`config.mk`:
```
export PLATFORM = sky130hd
export DESIGN_NAME = sensor_reply_frame_receiver_core
export DESIGN_NICKNAME = d
export VERILOG_FILES = /design/src/rtl/srfr_pkg.sv /design/src/rtl/srfr_cfg_regs.sv /design/src/rtl/sensor_reply_frame_receiver_core.sv
export SDC_FILE = /design/constraint.sdc
export NUM_CORES = 1
export LEC_CHECK = 0
export ABC_AREA = 1
export BUFFER_PORTS_ARGS = -buffer_cell sky130_fd_sc_hd__buf_4
export CORE_ASPECT_RATIO = 0.9
export CORE_MARGIN = 5
export CORE_UTILIZATION = 52
export DETAILED_ROUTE_END_ITERATION = 16
export PLACE_DENSITY = 0.76
export REMOVE_ABC_BUFFERS = 1
export SLEW_MARGIN = 20
export SYNTH_ARGS = -nofsm -noshare
export SYNTH_HDL_FRONTEND = slang
export SYNTH_SLANG_ARGS = --single-unit
```
`constraint.sdc`:
```
create_clock -name clk -period 2.44 [get_ports clk]
set_input_delay 0.244 -clock clk [delete_from_list [all_inputs] [get_ports clk]]
set_output_delay 0.244 -clock clk [all_outputs]
set_load 0.1 [all_outputs]
```
`src/rtl/srfr_pkg.sv`:
```
package srfr_pkg;

  localparam int unsigned PAYLOAD_BYTES_DEF = 6;
  localparam int unsigned REPORTED_BYTES    = 6;

  localparam logic [7:0] START_CODE = 8'hFF;
  localparam logic [7:0] CMD_RESET  = 8'h86;

  localparam int unsigned ADDR_W = 3;
  localparam int unsigned DATA_W = 32;

  // Word index of each register: byte address bit 2.
  localparam logic REG_EXPECTED_CMD = 1'b0;

  typedef enum logic [1:0] {
    PH_START,
    PH_CMD,
    PH_DATA,
    PH_CHECK
  } phase_t;

endpackage

```
`src/rtl/srfr_cfg_regs.sv`:
```
module srfr_cfg_regs (
  input  logic                        clk,
  input  logic                        rst_n,
  input  logic                        psel,
  input  logic                        penable,
  input  logic                        pwrite,
  input  logic [srfr_pkg::ADDR_W-1:0] paddr,
  input  logic [srfr_pkg::DATA_W-1:0] pwdata,
  output logic [srfr_pkg::DATA_W-1:0] prdata,
  output logic                        pready,
  output logic [7:0]                  expected_cmd
);
  import srfr_pkg::*;

  logic [7:0] expected_cmd_r;
  logic       wr_en;
  logic       word_idx;

  assign word_idx = paddr[2];
  assign pready   = 1'b1;
  assign wr_en    = psel & penable & pwrite & pready;

  always_ff @(posedge clk) begin
    if (!rst_n) begin
      expected_cmd_r <= CMD_RESET;
    end else if (wr_en && (word_idx == REG_EXPECTED_CMD)) begin
      expected_cmd_r <= pwdata[7:0];
    end
  end

  always_comb begin
    unique case (word_idx)
      REG_EXPECTED_CMD: prdata = {{(DATA_W-8){1'b0}}, expected_cmd_r};
      default:          prdata = '0;
    endcase
  end

  assign expected_cmd = expected_cmd_r;

endmodule

```
`src/rtl/sensor_reply_frame_receiver_core.sv`:
```
// Reply frame receiver: takes one received serial byte per transfer on the in_ channel and
// picks out frames of the form 0xFF, command, PAYLOAD_BYTES data bytes, checksum. After a
// start byte the next byte must match the expected_cmd register (byte address 0, reset 0x86);
// a mismatching byte is examined again as a start byte. On the checksum byte one transfer
// leaves on the out_ channel with the first six data bytes (zero where the payload is
// shorter) and out_frame_ok, which is set when the 8-bit sum of every byte after the start
// byte, checksum included, is zero. No other byte produces a result. A byte is taken in
// every clock cycle unless the input stalls: the frame state updates in the cycle of the
// transfer and the result appears on the registered output in the cycle after. The input
// stalls only when the next byte is a checksum and the output register still holds a result
// that its receiver stalls. Configuration is written through the APB port and should change
// only while no frame is in progress.
module sensor_reply_frame_receiver_core #(
  parameter int unsigned PAYLOAD_BYTES = srfr_pkg::PAYLOAD_BYTES_DEF
) (
  input  logic                        clk,
  input  logic                        rst_n,
  // Byte input channel.
  input  logic                        in_valid,
  output logic                        in_stall,
  input  logic [7:0]                  in_rx_byte,
  // Result channel.
  output logic                        out_valid,
  input  logic                        out_stall,
  output logic                        out_frame_ok,
  output logic [7:0]                  out_data_byte0,
  output logic [7:0]                  out_data_byte1,
  output logic [7:0]                  out_data_byte2,
  output logic [7:0]                  out_data_byte3,
  output logic [7:0]                  out_data_byte4,
  output logic [7:0]                  out_data_byte5,
  // Configuration port.
  input  logic                        psel,
  input  logic                        penable,
  input  logic                        pwrite,
  input  logic [srfr_pkg::ADDR_W-1:0] paddr,
  input  logic [srfr_pkg::DATA_W-1:0] pwdata,
  output logic [srfr_pkg::DATA_W-1:0] prdata,
  output logic                        pready
);
  import srfr_pkg::*;

  localparam int unsigned IDX_W = (PAYLOAD_BYTES > 1) ? $clog2(PAYLOAD_BYTES) : 1;
  localparam logic [IDX_W-1:0] LAST_IDX = IDX_W'(PAYLOAD_BYTES - 1);

  logic [7:0] expected_cmd;

  srfr_cfg_regs u_cfg (
    .clk          (clk),
    .rst_n        (rst_n),
    .psel         (psel),
    .penable      (penable),
    .pwrite       (pwrite),
    .paddr        (paddr),
    .pwdata       (pwdata),
    .prdata       (prdata),
    .pready       (pready),
    .expected_cmd (expected_cmd)
  );

  // Frame tracking state.
  phase_t           phase_r, phase_nxt;
  logic [7:0]       sum_r, sum_nxt;
  logic [IDX_W-1:0] idx_r, idx_nxt;
  logic [7:0]       store_r [PAYLOAD_BYTES];

  // Result register.
  logic       out_valid_r;
  logic       out_ok_r;
  logic [7:0] out_data_r [REPORTED_BYTES];

  logic       accept;
  logic       store_wr;
  logic       emit;
  logic [7:0] sum_add;
  logic [7:0] report [REPORTED_BYTES];

  // Only a checksum byte needs the output register, so only then can the input stall.
  assign in_stall = (phase_r == PH_CHECK) && out_valid_r && out_stall;
  assign accept   = in_valid && !in_stall;
  assign sum_add  = sum_r + in_rx_byte;

  always_comb begin
    phase_nxt = phase_r;
    sum_nxt   = sum_r;
    idx_nxt   = idx_r;
    store_wr  = 1'b0;
    emit      = 1'b0;
    unique case (phase_r)
      PH_START: begin
        if (in_rx_byte == START_CODE) begin
          sum_nxt   = '0;
          phase_nxt = PH_CMD;
        end
      end
      PH_CMD: begin
        if (in_rx_byte == expected_cmd) begin
          sum_nxt   = sum_add;
          idx_nxt   = '0;
          phase_nxt = PH_DATA;
        end else if (in_rx_byte == START_CODE) begin
          // The rejected command byte opens a new frame right away.
          sum_nxt   = '0;
          phase_nxt = PH_CMD;
        end else begin
          phase_nxt = PH_START;
        end
      end
      PH_DATA: begin
        sum_nxt  = sum_add;
        store_wr = 1'b1;
        idx_nxt  = idx_r + 1'b1;
        if (idx_r == LAST_IDX) begin
          phase_nxt = PH_CHECK;
        end
      end
      PH_CHECK: begin
        sum_nxt   = sum_add;
        emit      = 1'b1;
        phase_nxt = PH_START;
      end
      default: begin
        phase_nxt = PH_START;
      end
    endcase
  end

  always_ff @(posedge clk) begin
    if (!rst_n) begin
      phase_r <= PH_START;
      sum_r   <= '0;
      idx_r   <= '0;
    end else if (accept) begin
      phase_r <= phase_nxt;
      sum_r   <= sum_nxt;
      idx_r   <= idx_nxt;
    end
  end

  // Payload store: one byte register per payload position.
  for (genvar k = 0; k < PAYLOAD_BYTES; k++) begin : g_store
    always_ff @(posedge clk) begin
      if (accept && store_wr && (idx_r == IDX_W'(k))) begin
        store_r[k] <= in_rx_byte;
      end
    end
  end

  // Reported bytes: positions beyond a short payload read as zero.
  for (genvar j = 0; j < REPORTED_BYTES; j++) begin : g_report
    if (j < PAYLOAD_BYTES) begin : g_have
      assign report[j] = store_r[j];
    end else begin : g_none
      assign report[j] = '0;
    end
  end

  always_ff @(posedge clk) begin
    if (!rst_n) begin
      out_valid_r <= 1'b0;
    end else if (accept && emit) begin
      out_valid_r <= 1'b1;
    end else if (!out_stall) begin
      out_valid_r <= 1'b0;
    end
  end

  always_ff @(posedge clk) begin
    if (accept && emit) begin
      out_ok_r   <= (sum_add == 8'd0);
      out_data_r <= report;
    end
  end

  assign out_valid      = out_valid_r;
  assign out_frame_ok   = out_ok_r;
  assign out_data_byte0 = out_data_r[0];
  assign out_data_byte1 = out_data_r[1];
  assign out_data_byte2 = out_data_r[2];
  assign out_data_byte3 = out_data_r[3];
  assign out_data_byte4 = out_data_r[4];
  assign out_data_byte5 = out_data_r[5];

endmodule

```
==> impl_metrics.toml <==
[timing]
finClkSkew_ps = 9.40
min_period_over_period_pct = 76.3
setup_slack_ps = 579
tightest_slew_ps = 746
setup_viol = 0
fmax_mhz = 537
maxSlewViolCount = 0
min_period_ps = 1860
hold_slack_ps = 21.7
rsz0062_at_grt = "false"
slew-limit-headroom_pct = 50.1
hold_viol_final = 0

[route]
drt_first_pass_iters = 5
wire_per_inst_um = 14.6
routed_wl_um = 8970
dr.first_iter.drc_count = 149
vias = 2904
drt.antenna.violating_nets = 0
drc = 0
vias_per_cell = 4.71

[pwr]
powerDensity_nw_per_um2 = 805
peakVddDrop_v = 0.000440
p_total_uw = 4850
static-leakage-power_uw = 0.00248

[floorplanning]
start_util_pct = 52.6
core_sq_um = 9000
die-area_sq_um = 11100
io_pins = 134
rows = 33
die_w_um = 111
dieHeight_um = 101

[clock_network]
cts_buffers = 17
clock-sinks = 119
clk_path_buf_depth = 2
htree_levels = 4
clockRootBuffer = "clkbuf_8"
cts.repair.resized = 0
cts_setup_buffers = 0
path_clk_slew_ps = 60
clk_latency_ps = 500
cts_tree = "yes"

[yosys]
ys.flop_type = "edfxtp_1"
synth_compound_area_share_pct = 3.59
yosys_warnings = 0
syn-cell-area_sq_um = 4740
synth-edff-count = 97
yosys_register_bits = 119
syn_area_per_cell_sq_um = 12.5
synth_top_area_share_pct = 61.5
synthTopCellsByArea = "edfxtp_1, dfxtp_1, nand2_1, buf_4, ha_1"
synth_cell_types = 28
ys_seq_area_share_pct = 70.8
synth_xor_area_share_pct = 1.66
async_reset_ff_share_pct = 0
synth_fa_ha_area_share_pct = 3.59
yosys.area_share.simple_pct = 12.8
synth_mux_area_share_pct = 0
synth_top_area_cell = "edfxtp_1"
synth.most_common_cell = "edfxtp_1"
synth_top_family_by_area = "simple AND/OR/NAND/NOR gates"
synthTopCellsByCount = "edfxtp_1, nand2_1, inv_1, buf_4, nor2_1"
syn_inst = 380

[grt]
grt_pass1_wl_um = 14200
grt_pass1_vias = 2862
antenna_found_initial = 0
grt_use_total_pct = 16.8
globalRoute.totalOverflow = 0
grt_max_degree = 50

[run]
max_cap_violations = 0

[cells_and_area]
fillCellCount = 660
fin_util_pct = 67.0
syn_to_final_growth_pct = 27.2
diodes = 0
fin_nets = 545
drive_gt1_share_pct = 26.9
fin_cells = 616

[place]
dpl.cell_count = 582
pre_cts_slack_ps = 501
numPortBuffers = 82
finalWeightedCongestion = 0.825
hpwlAfterDp_um = 5700

[setup_path]
endpoint_kind = "flip-flop"
cp.arrival_ps = 1990
r2r_cells = 4
crit_fanout = 9
critPathRequiredTime_ps = 2570
startpoint_type = "flip-flop"
r2r-end = "store_r[2][4]$_DFFE_PP_"
critPathKind = "reg2reg"
reg2reg_slack_ps = 580

[hold_path]
hold_depth = 3
min_path_type = "in2reg"
hp-start = "pwdata[3]"
hold_end = "u_cfg.expected_cmd[3]$_SDFFE_PN0P_"

[run_status]
status = "finished, final reports clean"
-- metal layers --
layer | part of all wire [%] | wire length [um] | vias up | GRT usage (%)
met1 | 43 | 3870 | 1352 | 20.2
met4 | 1.6 | 142 | 0 | 7.01
met5 | 0 | 0 | - | 0
met2 | 48 | 4320 | 108 | 27.3
met3 | 7.2 | 643 | 9 | 6.60
li1 | - | - | 1435 | -
-- how the worst max path moves through the flow --
stage	slack, ps	to	cells past startpoint
finish	580	store_r[2][4]$_DFFE_PP_	4
global route	400	store_r[2][6]$_DFFE_PP_	4
CTS	560	store_r[2][4]$_DFFE_PP_	4
detailed placement	500	sum_r[6]$_SDFFE_PN0P_	11
global placement	550	out_frame_ok$_DFFE_PP_	8
floorplan	-790	out_data_byte0[0]$_DFFE_PP_	5
-- cell usage in the layout, fill, tap and decap left out, types with 7 or more instances in the layout --
cell type   n
dfxtp_1    22
a21oi_1    18
ha_1       12
conb_1     25
nand2_1    80
o21ai_0     8
xnor2_1     7
edfxtp_1   97
clkbuf_16  16
inv_1      36
buf_4      85
nor2_1     24
nand3_1    13
-- power breakdown --
group / switching, uW / internal (uW)
Sequential: 3.11 / 2180
Clock: 879 / 1450
Combinational: 280 / 57.6
Total: 1160 / 3690
-- stage by stage --
step | area, sq um | TNS, ps
CTS | 6030 | 0
floorplan | 4620 | -40880
detailed placement | 5430 | 0
finish | 6030 | 0
global route | 6030 | 0
global placement | 5430 | 0
-- final cells by class --
cell class	instances	area [sq um]	share of cell area, %
Sequential cell	119	3350	55.6
Multi-Input combinational cell	216	1120	18.6
Timing Repair Buffer	89	688	11.4
Clock buffer	17	414	6.87
Clock inverter	14	153	2.53
Tap cell	122	153	2.53
Inverter	39	146	2.43
-- cell families after synthesis --
family	count (synthesis)
compound gates	31
xor+xnor	9
fa+ha+maj	13
buf+inv	68
flops	119
other cells	2
simple gates	138
-- state kept, by name, indices dropped and copies added, names as in the netlist, named ones only --
signal,cells
out_data_byte4,8
idx_r,3
phase_r,1
out_data_byte3,8
out_frame_ok,1
sum_r,8
out_data_byte2,8
out_data_byte1,8
u_cfg.expected_cmd,8
out_valid,1
out_data_byte0,8
out_data_byte5,8
store_r,48
-- worst max-delay path, stage by stage (launching register included) --
cell and delay [ps]:
dfxtp_1 440, inv_1 110, nor2_1 180, nand2_2 150, nor2_1 600
-- repair_timing --
item,CTS,global route
setup endpoints to repair,0,0
endpoints found under the hold margin,3,0
hold buffers,3,0
Note: power is estimated with default switching activity, not from simulation.
